==> config.mk <==
export PLATFORM = sky130hd
export DESIGN_NAME = color_key_match_centroid
export DESIGN_NICKNAME = d
export VERILOG_FILES = /design/src/sv/cokm_pkg.sv /design/src/sv/cokm_cmp.sv /design/src/sv/cokm_div.sv /design/src/sv/color_key_match_centroid.sv
export SDC_FILE = /design/constraint.sdc
export NUM_CORES = 1
export LEC_CHECK = 0
export BUFFER_PORTS_ARGS = -buffer_cell sky130_fd_sc_hd__buf_4
export CORE_MARGIN = 1
export CORE_UTILIZATION = 50
export CTS_CLUSTER_SIZE = 14
export DETAILED_ROUTE_END_ITERATION = 10
export HOLD_SLACK_MARGIN = 0.05
export PLACE_DENSITY_LB_ADDON = 0.1
export SYNTH_ARGS = -nofsm -noshare
export SYNTH_HDL_FRONTEND = slang
export SYNTH_SLANG_ARGS = --single-unit
==> constraint.sdc <==
create_clock -name clk -period 9.1 [get_ports clk]
set_clock_uncertainty 0.1 [all_clocks]
set_input_delay 0.91 -clock clk [delete_from_list [all_inputs] [get_ports clk]]
set_output_delay 0.91 -clock clk [all_outputs]
set_load 0.05 [all_outputs]
==> src/sv/cokm_pkg.sv <==
`default_nettype none
package cokm_pkg;

  // Fixed geometry of the block
  localparam int NUM_REFS   = 4;   // reference colors compared per pixel
  localparam int COORD_BITS = 10;  // significant bits of row and col
  localparam int REG_REFS   = 4;   // reference color registers present
  localparam int REF_IDX_W  = $clog2(REG_REFS);

  localparam int CHAN_W   = 8;
  localparam int THR_W    = 7;
  localparam int RCNT_W   = 3;
  localparam int COLOR_W  = 24;
  localparam int COORD_W  = 10;
  localparam int SUM_W    = 30;
  localparam int CNT_W    = 21;

  localparam int IN_DATA_W  = 48;
  localparam int OUT_DATA_W = 24;
  localparam int CFG_IDX_W  = 3;
  localparam int CFG_DATA_W = COLOR_W;

  localparam logic [THR_W-1:0] THR_RESET = THR_W'(30);
  localparam logic [CHAN_W-1:0] CHAN_MAX = CHAN_W'(255);

  // Register indexes on the config port
  typedef enum logic [CFG_IDX_W-1:0] {
    REG_THRESHOLD     = 3'd0,
    REG_REF_COUNT     = 3'd1,
    REG_REF_COLOR_0   = 3'd2,
    REG_REF_COLOR_1   = 3'd3,
    REG_REF_COLOR_2   = 3'd4,
    REG_REF_COLOR_3   = 3'd5,
    REG_CENTER_ENABLE = 3'd6
  } reg_idx_t;

  typedef struct packed {
    logic [CHAN_W-1:0] red;
    logic [CHAN_W-1:0] green;
    logic [CHAN_W-1:0] blue;
  } pix_t;

  typedef enum logic [2:0] {
    ST_IDLE,
    ST_CMP,
    ST_ACC,
    ST_ROW_GO,
    ST_ROW_WAIT,
    ST_COL_GO,
    ST_COL_WAIT,
    ST_FIN
  } st_t;

  // Divider handshake
  typedef struct packed {
    logic busy;
    logic done;
  } div_stat_t;

endpackage
`default_nettype wire

==> src/sv/cokm_cmp.sv <==
`default_nettype none
// One reference color against one pixel: all three channels strictly inside
// the window (ref - thr, ref + thr).
module cokm_cmp (
  input  var cokm_pkg::pix_t                      pix,
  input  var logic [cokm_pkg::COLOR_W-1:0]        ref_color,
  input  var logic [cokm_pkg::THR_W-1:0]          thr,
  output logic                                    hit
);
  import cokm_pkg::*;

  pix_t ref_pix;
  logic ok_r, ok_g, ok_b;

  function automatic logic in_win(input logic [CHAN_W-1:0] p,
                                  input logic [CHAN_W-1:0] rv,
                                  input logic [THR_W-1:0]  t);
    logic [CHAN_W:0] p_ext, r_ext, t_ext;
    p_ext = {1'b0, p};
    r_ext = {1'b0, rv};
    t_ext = (CHAN_W+1)'(t);
    // p < r + t  and  p + t > r, no negative values needed
    return (p_ext < r_ext + t_ext) && (p_ext + t_ext > r_ext);
  endfunction

  assign ref_pix = pix_t'(ref_color);

  always_comb begin
    ok_r = in_win(pix.red,   ref_pix.red,   thr);
    ok_g = in_win(pix.green, ref_pix.green, thr);
    ok_b = in_win(pix.blue,  ref_pix.blue,  thr);
    hit  = ok_r && ok_g && ok_b;
  end

endmodule
`default_nettype wire

==> src/sv/cokm_div.sv <==
`default_nettype none
// Restoring divider, one quotient bit per cycle.
module cokm_div #(
  parameter int DVD_W = cokm_pkg::SUM_W,
  parameter int DVS_W = cokm_pkg::CNT_W
) (
  input  var logic                 clk,
  input  var logic                 rst_n,
  input  var logic                 start,
  input  var logic [DVD_W-1:0]     dividend,
  input  var logic [DVS_W-1:0]     divisor,
  output logic [DVD_W-1:0]         quotient,
  output cokm_pkg::div_stat_t      stat
);
  import cokm_pkg::*;

  localparam int CW = $clog2(DVD_W + 1);

  logic [DVD_W-1:0] quo_r, quo_nxt;
  logic [DVS_W-1:0] rem_r, rem_nxt;
  logic [DVS_W-1:0] dvs_r;
  logic [CW-1:0]    cnt_r, cnt_nxt;
  logic             busy_r, busy_nxt;
  logic             done_r, done_nxt;
  logic [DVS_W:0]   trial, diff;
  logic             qbit;

  always_comb begin
    trial    = {rem_r, quo_r[DVD_W-1]};
    diff     = trial - {1'b0, dvs_r};
    qbit     = (trial >= {1'b0, dvs_r});
    quo_nxt  = quo_r;
    rem_nxt  = rem_r;
    cnt_nxt  = cnt_r;
    busy_nxt = busy_r;
    done_nxt = 1'b0;
    if (start) begin
      quo_nxt  = dividend;
      rem_nxt  = '0;
      cnt_nxt  = CW'(DVD_W);
      busy_nxt = 1'b1;
    end else if (busy_r) begin
      quo_nxt = {quo_r[DVD_W-2:0], qbit};
      rem_nxt = qbit ? diff[DVS_W-1:0] : trial[DVS_W-1:0];
      cnt_nxt = cnt_r - CW'(1);
      if (cnt_r == CW'(1)) begin
        busy_nxt = 1'b0;
        done_nxt = 1'b1;
      end
    end
  end

  always_ff @(posedge clk) begin
    if (!rst_n) begin
      busy_r <= 1'b0;
      done_r <= 1'b0;
      cnt_r  <= '0;
    end else begin
      busy_r <= busy_nxt;
      done_r <= done_nxt;
      cnt_r  <= cnt_nxt;
    end
  end

  always_ff @(posedge clk) begin
    quo_r <= quo_nxt;
    rem_r <= rem_nxt;
    if (start) begin
      dvs_r <= divisor;
    end
  end

  assign quotient  = quo_r;
  assign stat.busy = busy_r;
  assign stat.done = done_r;

endmodule
`default_nettype wire

==> src/sv/color_key_match_centroid.sv <==
`default_nettype none
// Color key match with centroid, one pixel word at a time.
// The references are tried in order, stopping at the first hit; a last pixel with
//   centering on and matches present then runs two divisions, row sum then col sum.
// A new word is taken only once the result of the last one is loaded; out_tready low
//   holds that load back.
// Reset: synchronous active-low rst_n; threshold 30, center enable on, sums clear.
module color_key_match_centroid (
  input  var logic                              clk,
  input  var logic                              rst_n,
  // pixel input
  input  var logic                              in_tvalid,
  output logic                                  in_tready,
  // blue[7:0], green[15:8], red[23:16], row[33:24], col[43:34], zero[47:44]
  input  var logic [cokm_pkg::IN_DATA_W-1:0]    in_tdata,
  input  var logic                              in_tlast,   // last_in_frame
  // result output
  output logic                                  out_tvalid,
  input  var logic                              out_tready,
  // mask[0], center_valid[1], center_row[11:2], center_col[21:12], zero[23:22]
  output logic [cokm_pkg::OUT_DATA_W-1:0]       out_tdata,
  // config write port
  input  var logic                              cfg_we,
  input  var logic [cokm_pkg::CFG_IDX_W-1:0]    cfg_index,
  input  var logic [cokm_pkg::CFG_DATA_W-1:0]   cfg_data
);
  import cokm_pkg::*;

  localparam int REF_LIM = (NUM_REFS < REG_REFS) ? NUM_REFS : REG_REFS;
  localparam logic [SUM_W-1:0]   SUM_MAX   = '1;
  localparam logic [CNT_W-1:0]   CNT_MAX   = '1;
  localparam logic [COORD_W-1:0] COORD_MAX = COORD_W'((1 << COORD_BITS) - 1);

  // ---------------------------------------------------------------- config
  logic [THR_W-1:0]   thr_r;
  logic [RCNT_W-1:0]  rcnt_r;
  logic [COLOR_W-1:0] color_r [REG_REFS];
  logic               cen_en_r;

  // ---------------------------------------------------------------- state
  st_t                state_r, state_nxt;
  pix_t               pix_r;
  logic [COORD_W-1:0] row_r, col_r;
  logic               last_r;
  logic [RCNT_W-1:0]  ref_idx_r;
  logic               hit_r;

  logic [SUM_W-1:0]   row_sum_r, col_sum_r;
  logic [CNT_W-1:0]   cnt_r;
  logic [COORD_W-1:0] lc_row_r, lc_col_r;

  logic                  out_tvalid_r;
  logic [OUT_DATA_W-1:0] out_data_r;

  // ---------------------------------------------------------------- datapath
  logic               in_acc;
  logic [RCNT_W-1:0]  n_eff;
  logic               idx_live;
  logic               cmp_hit;

  logic               add_en;
  logic [SUM_W:0]     row_add, col_add;
  logic [CNT_W:0]     cnt_add;
  logic [SUM_W-1:0]   row_sum_acc, col_sum_acc;
  logic [CNT_W-1:0]   cnt_acc;

  logic               div_start;
  logic [SUM_W-1:0]   div_dvd;
  logic [SUM_W-1:0]   div_quo;
  div_stat_t          div_stat;
  logic [COORD_W-1:0] quo_clamp;

  // sequencer strobes
  logic cmp_step, acc_step, row_cap, col_cap, load_out;

  logic                  res_cv;
  logic [COORD_W-1:0]    res_row, res_col;

  assign in_acc = in_tvalid && in_tready;

  // active reference count, clamped to what exists
  assign n_eff    = (rcnt_r > RCNT_W'(REF_LIM)) ? RCNT_W'(REF_LIM) : rcnt_r;
  assign idx_live = (ref_idx_r < n_eff);

  // shared compare unit: one reference per cycle
  cokm_cmp u_cmp (
    .pix       (pix_r),
    .ref_color (color_r[ref_idx_r[REF_IDX_W-1:0]]),
    .thr       (thr_r),
    .hit       (cmp_hit)
  );

  // saturating accumulate
  always_comb begin
    add_en      = cen_en_r && hit_r;
    row_add     = {1'b0, row_sum_r} + (SUM_W+1)'(row_r[COORD_BITS-1:0]);
    col_add     = {1'b0, col_sum_r} + (SUM_W+1)'(col_r[COORD_BITS-1:0]);
    cnt_add     = {1'b0, cnt_r} + (CNT_W+1)'(1);
    row_sum_acc = row_sum_r;
    col_sum_acc = col_sum_r;
    cnt_acc     = cnt_r;
    if (add_en) begin
      row_sum_acc = row_add[SUM_W] ? SUM_MAX : row_add[SUM_W-1:0];
      col_sum_acc = col_add[SUM_W] ? SUM_MAX : col_add[SUM_W-1:0];
      cnt_acc     = cnt_add[CNT_W] ? CNT_MAX : cnt_add[CNT_W-1:0];
    end
  end

  // shared divider, row sum first then col sum
  assign div_dvd = (state_r == ST_COL_GO) ? col_sum_r : row_sum_r;

  cokm_div #(
    .DVD_W (SUM_W),
    .DVS_W (CNT_W)
  ) u_div (
    .clk      (clk),
    .rst_n    (rst_n),
    .start    (div_start),
    .dividend (div_dvd),
    .divisor  (cnt_r),
    .quotient (div_quo),
    .stat     (div_stat)
  );

  // clamp average to largest coordinate
  assign quo_clamp = (|div_quo[SUM_W-1:COORD_BITS]) ? COORD_MAX
                                                    : COORD_W'(div_quo[COORD_BITS-1:0]);

  // ---------------------------------------------------------------- next state
  always_comb begin
    state_nxt = state_r;
    case (state_r)
      ST_IDLE:     if (in_acc) state_nxt = ST_CMP;
      ST_CMP:      if (!idx_live || cmp_hit) state_nxt = ST_ACC;
      ST_ACC: begin
        if (last_r && cen_en_r && (cnt_acc != '0)) begin
          state_nxt = ST_ROW_GO;
        end else begin
          state_nxt = ST_FIN;
        end
      end
      ST_ROW_GO:   state_nxt = ST_ROW_WAIT;
      ST_ROW_WAIT: if (div_stat.done) state_nxt = ST_COL_GO;
      ST_COL_GO:   state_nxt = ST_COL_WAIT;
      ST_COL_WAIT: if (div_stat.done) state_nxt = ST_FIN;
      ST_FIN:      if (!out_tvalid_r || out_tready) state_nxt = ST_IDLE;
      default:     state_nxt = ST_IDLE;
    endcase
  end

  // ---------------------------------------------------------------- outputs
  always_comb begin
    in_tready = 1'b0;
    cmp_step  = 1'b0;
    acc_step  = 1'b0;
    div_start = 1'b0;
    row_cap   = 1'b0;
    col_cap   = 1'b0;
    load_out  = 1'b0;
    case (state_r)
      ST_IDLE:     in_tready = rst_n;   // no word taken while in reset
      ST_CMP:      cmp_step  = 1'b1;
      ST_ACC:      acc_step  = 1'b1;
      ST_ROW_GO:   div_start = 1'b1;
      ST_ROW_WAIT: row_cap   = div_stat.done;
      ST_COL_GO:   div_start = 1'b1;
      ST_COL_WAIT: col_cap   = div_stat.done;
      ST_FIN:      load_out  = !out_tvalid_r || out_tready;
      default:     in_tready = 1'b0;
    endcase
  end

  // result word
  always_comb begin
    res_cv  = last_r && cen_en_r;
    res_row = res_cv ? lc_row_r : '0;
    res_col = res_cv ? lc_col_r : '0;
  end

  // ---------------------------------------------------------------- registers
  always_ff @(posedge clk) begin
    if (!rst_n) begin
      state_r      <= ST_IDLE;
      out_tvalid_r <= 1'b0;
      ref_idx_r    <= '0;
      hit_r        <= 1'b0;
    end else begin
      state_r <= state_nxt;
      if (load_out) begin
        out_tvalid_r <= 1'b1;
      end else if (out_tready) begin
        out_tvalid_r <= 1'b0;
      end
      if (in_acc) begin
        ref_idx_r <= '0;
        hit_r     <= 1'b0;
      end else if (cmp_step && idx_live) begin
        if (cmp_hit) begin
          hit_r <= 1'b1;
        end else begin
          ref_idx_r <= ref_idx_r + RCNT_W'(1);
        end
      end
    end
  end

  // pixel capture and output payload
  always_ff @(posedge clk) begin
    if (in_acc) begin
      pix_r.blue  <= in_tdata[7:0];
      pix_r.green <= in_tdata[15:8];
      pix_r.red   <= in_tdata[23:16];
      row_r       <= in_tdata[33:24];
      col_r       <= in_tdata[43:34];
      last_r      <= in_tlast;
    end
    if (load_out) begin
      out_data_r <= {2'b00, res_col, res_row, res_cv, hit_r};
    end
  end

  // config registers, sums and stored centroid
  always_ff @(posedge clk) begin
    if (!rst_n) begin
      thr_r     <= THR_RESET;
      rcnt_r    <= '0;
      for (int i = 0; i < REG_REFS; i++) begin
        color_r[i] <= '0;
      end
      cen_en_r  <= 1'b1;
      row_sum_r <= '0;
      col_sum_r <= '0;
      cnt_r     <= '0;
      lc_row_r  <= '0;
      lc_col_r  <= '0;
    end else begin
      if (acc_step) begin
        row_sum_r <= row_sum_acc;
        col_sum_r <= col_sum_acc;
        cnt_r     <= cnt_acc;
      end
      if (row_cap) lc_row_r <= quo_clamp;
      if (col_cap) lc_col_r <= quo_clamp;
      // frame done: start next one with clear sums
      if (load_out && last_r) begin
        row_sum_r <= '0;
        col_sum_r <= '0;
        cnt_r     <= '0;
      end
      if (cfg_we) begin
        case (cfg_index)
          REG_THRESHOLD:   thr_r      <= cfg_data[THR_W-1:0];
          REG_REF_COUNT:   rcnt_r     <= cfg_data[RCNT_W-1:0];
          REG_REF_COLOR_0: color_r[0] <= cfg_data;
          REG_REF_COLOR_1: color_r[1] <= cfg_data;
          REG_REF_COLOR_2: color_r[2] <= cfg_data;
          REG_REF_COLOR_3: color_r[3] <= cfg_data;
          REG_CENTER_ENABLE: begin
            cen_en_r  <= cfg_data[0];
            row_sum_r <= '0;
            col_sum_r <= '0;
            cnt_r     <= '0;
            lc_row_r  <= '0;
            lc_col_r  <= '0;
          end
          default: ;
        endcase
      end
    end
  end

  assign out_tvalid = out_tvalid_r;
  assign out_tdata  = out_data_r;

  // ---------------------------------------------------------------- checks
  // no new word while the divider still runs
  a_idle_div: assert property (@(posedge clk) disable iff (!rst_n)
    in_tready |-> !div_stat.busy)
    else $error("input ready while divider busy");

  // divider only started with a nonzero match count
  a_div_nz: assert property (@(posedge clk) disable iff (!rst_n)
    div_start |-> (cnt_r != '0))
    else $error("divide by zero count");

  // center fields are zero unless center_valid
  a_cv_zero: assert property (@(posedge clk) disable iff (!rst_n)
    (out_tvalid_r && !out_data_r[1]) |-> (out_data_r[21:2] == '0))
    else $error("center fields set without center_valid");

  // row quotient hands over to the column division
  a_row_col: assert property (@(posedge clk) disable iff (!rst_n)
    (state_r == ST_ROW_WAIT && div_stat.done) |=> (state_r == ST_COL_GO))
    else $error("column division skipped");

endmodule
`default_nettype wire
==> impl_metrics.csv <==
group,metric,value,unit
status,outcome,"completed",
sta,period_minus_slack,5.36,ns
logic_synthesis,synth_edf_count,214,
grt,use_met3,3.91,%
cts,clock_latency,0.59,ns
drt,vias,15450,
drt,vias_per_cell,5.84,
die,num_rows,73,
worst_setup_path,cp-end-kind,"flip-flop",
cts,cts-resized-gates,0,
cts,tritoncts,"done",
logic_synthesis,synth-compound-area-share,16.6,%
grt,busiest_layer,"met2",
worst_setup_path,arrival,5.71,ns
logic_synthesis,synthSimpleGateAreaFrac,16.2,%
sta,hold_viol_final,0,
logic_synthesis,synthFlopType,"edfxtp_1",
finish,fillers,3450,
logic_synthesis,syn_area,0.0203,mm^2
logic_synthesis,synth.area.mux_share,4.64,%
logic_synthesis,synth_xor_area_share,3.02,%
sta,post-route-period-util,58.9,%
worst_setup_path,crit_end,"ref_idx_r[2]",
logic_synthesis,yosysSeqAreaShare,46.4,%
run,drv_cap,0,
sta,finalMaxSlewViolations,0,
finish,syn_to_final_growth,12.9,%
die,initial_core_util,50.9,%
power_and_ir_drop,peakVddDrop,0.000156,V
sta,holdWs,0.367,ns
finish,layout_commonest_cell,"edfxtp_1",
sta,maxSlewHeadroom,19.9,%
worst_setup_path,start_kind,"flip-flop",
drt,first_iter_violations,1084,
grt,grt_pass1_vias,15034,
die,dieWidth,204,um
cts,ctsLongestPathBuffers,3,
drt,first_pass_iters,7,
place,place_congestion,0.896,
finish,nNetsFinal,2310,
place,io_buffers,100,
worst_setup_path,path_class,"reg -> reg",
worst_hold_path,whs_path_depth,1,
cts,cts-root-buf,"clkbuf_16",
worst_setup_path,cp_max_fo,24,
grt,grt_use_met2,38.9,%
logic_synthesis,synth_cell_types,87,
sta,fmax,0.187,GHz
drt,wl_per_cell,19.0,um
sta,fin_tns_setup,0,ns
cts,ctsHoldBuffers,0,
worst_hold_path,hp-class,"reg -> reg",
grt,track_usage,24.6,%
die,die_y,204,um
worst_setup_path,cpMaxStageDelayCell,"dfxtp_2",
worst_setup_path,reg2reg_depth,18,
grt,grt.met1_usage,34.7,%
cts,h-tree-depth,2,
finish,final_cell_mix,"edfxtp_1, dfxtp_1, nor2_1, o21ai_0, ha_1",
finish,ff_latch_area,0.00943,mm^2
worst_setup_path,r2r_slack,3.74,ns
grt,antenna_found_initial,1,
drt,routed_wirelength,50300,um
logic_synthesis,synth_top_family_by_area,"compound AO/OA/AOI/OAI gates",
cts,cts_sinks,364,
grt,grt_overflow,0,
sta,worstMarginPinSlew,1.20,ns
place,pre_cts_ws,3.70,ns
finish,drive_gt1_share,11.9,%
sta,fin_ws,3.74,ns
die,dieArea,0.0414,mm^2
grt,grt_max_degree,72,
worst_setup_path,worstPathRequired,9.46,ns
sta,rsz0062_at_grt,"false",
logic_synthesis,ys_seq_elements,364,
worst_setup_path,max_stage_delay,0.93,ns
sta,setup_viol,0,
logic_synthesis,synthArstFlopShare,0,%
power_and_ir_drop,power_density,226,mW/mm^2
place,hpwl,35000,um
worst_setup_path,r2r-end,"ref_idx_r[2]",
power_and_ir_drop,power.total,5180,uW
grt,grt_pass1_wl,80300,um
worst_setup_path,crit_chain,"mux4_2, ha_1, inv_1, fa_1, nor2b_1, o21a_1, o21ai_0, nand2b_1, a21oi_1, xor2_1, ha_1, o211a_1, a221oi_1, o21ai_0, a21o_1, a22oi_1, a21oi_1, or3_1",
drt,antenna_left,0,
die,io_pins,107,
power_and_ir_drop,p_leak,0.00902,uW
logic_synthesis,yosysWarnings,0,
cts,clkTransAtPathRegs,0.06,ns
finish,multiInputGateArea,0.0102,mm^2
finish,antenna_cells,0,
worst_hold_path,hold_start,"col_sum_r[24]",
logic_synthesis,synthAdderAreaFrac,9.14,%
cts,cts_setup_buffers,0,
logic_synthesis,synth_area_per_cell,10.1,um^2
drt,remaining_drc_errors,0,
die,core_area,0.0399,mm^2
logic_synthesis,syn_inst,2010,
cts,numCtsBuffers,42,
[logic make-up (layout without fill, tap and decap cells)]
logic type	count (synthesis)	in the layout
AND/OR/NAND/NOR	644	644
AO/OA/AOI/OAI	519	519
flip-flops	364	364
buffers and inverters	205	314
adder cells (fa/ha/maj)	143	143
XOR/XNOR	70	70
multiplexers	64	64
other	1	2
[state kept, by name (all words and copies together), names as in the netlist, 5 cells and up, named ones only]
signal	count
u_div.rem_r	21
col_r	10
thr_r	7
row_sum_r	30
col_sum_r	30
color_r	96
lc_row_r	10
cnt_r	21
lc_col_r	10
u_div.quotient	30
pix_r	24
u_div.cnt_r	5
out_tdata	22
row_r	10
u_div.dvs_r	21
[stage by stage]
stage,cells,cell area [um^2],util (%)
after global placement,2567,21600,54.1
after global routing,2645,22900,57.5
final,2645,22900,57.5
after floorplan,2011,20300,-
after CTS,2645,22900,57.5
after detailed placement,2567,21600,54.1
[metal layers]
| layer | part of all wire, % | routed length, um |
|---|---|---|
| met3 | 5.4 | 2690 |
| met5 | 0 | 0 |
| met2 | 45 | 22700 |
| met1 | 47 | 23600 |
| met4 | 2.5 | 1280 |
[how the worst min path moves through the flow]
stage                            to  slack (ns)
floorplan           u_div.dvs_r[10]        0.31
global placement      col_sum_r[24]        0.35
detailed placement    col_sum_r[24]        0.36
CTS                        col_r[0]        0.36
global route               col_r[8]        0.38
finish                col_sum_r[24]        0.37
[final cells by class]
cell class / count / share of cell area, %
tap: 525 / 2.86
sequential: 364 / 41.1
clock buffer: 62 / 5.27
inverter: 115 / 1.88
clock inverter: 16 / 0.698
timing repair buffer: 121 / 3.96
multi-input combinational: 1442 / 44.2
[cell usage after synthesis, drive strengths merged, types with 43 or more instances]
master	n	area [um^2]
xnor2	43	377
a21oi	128	648
ha	134	1680
nand3	46	235
and3	46	293
nand2	131	492
and2	106	663
o21ai	140	704
edfxtp	214	6430
nor3	59	300
nor2	150	563
inv	115	432
clkbuf	68	256
dfxtp	150	3000
[power breakdown]
part / internal (uW) / switching (uW)
sequential: 1990 / 153
clock: 959 / 693
combinational: 535 / 848
[worst max-delay path: cells and delay by family (launching register included)]
| family | cells | cell delay, ns |
|---|---|---|
| buffers and inverters | 1 | 0.07 |
| xor gates and xnor gates | 1 | 0.17 |
| DFF | 1 | 0.93 |
| AOI/OAI and AO/OA | 9 | 2.03 |
| and+or+nand+nor | 3 | 0.54 |
| muxes | 1 | 0.68 |
| adders and majority gates | 3 | 0.71 |
(Power assumes the default switching activity.)
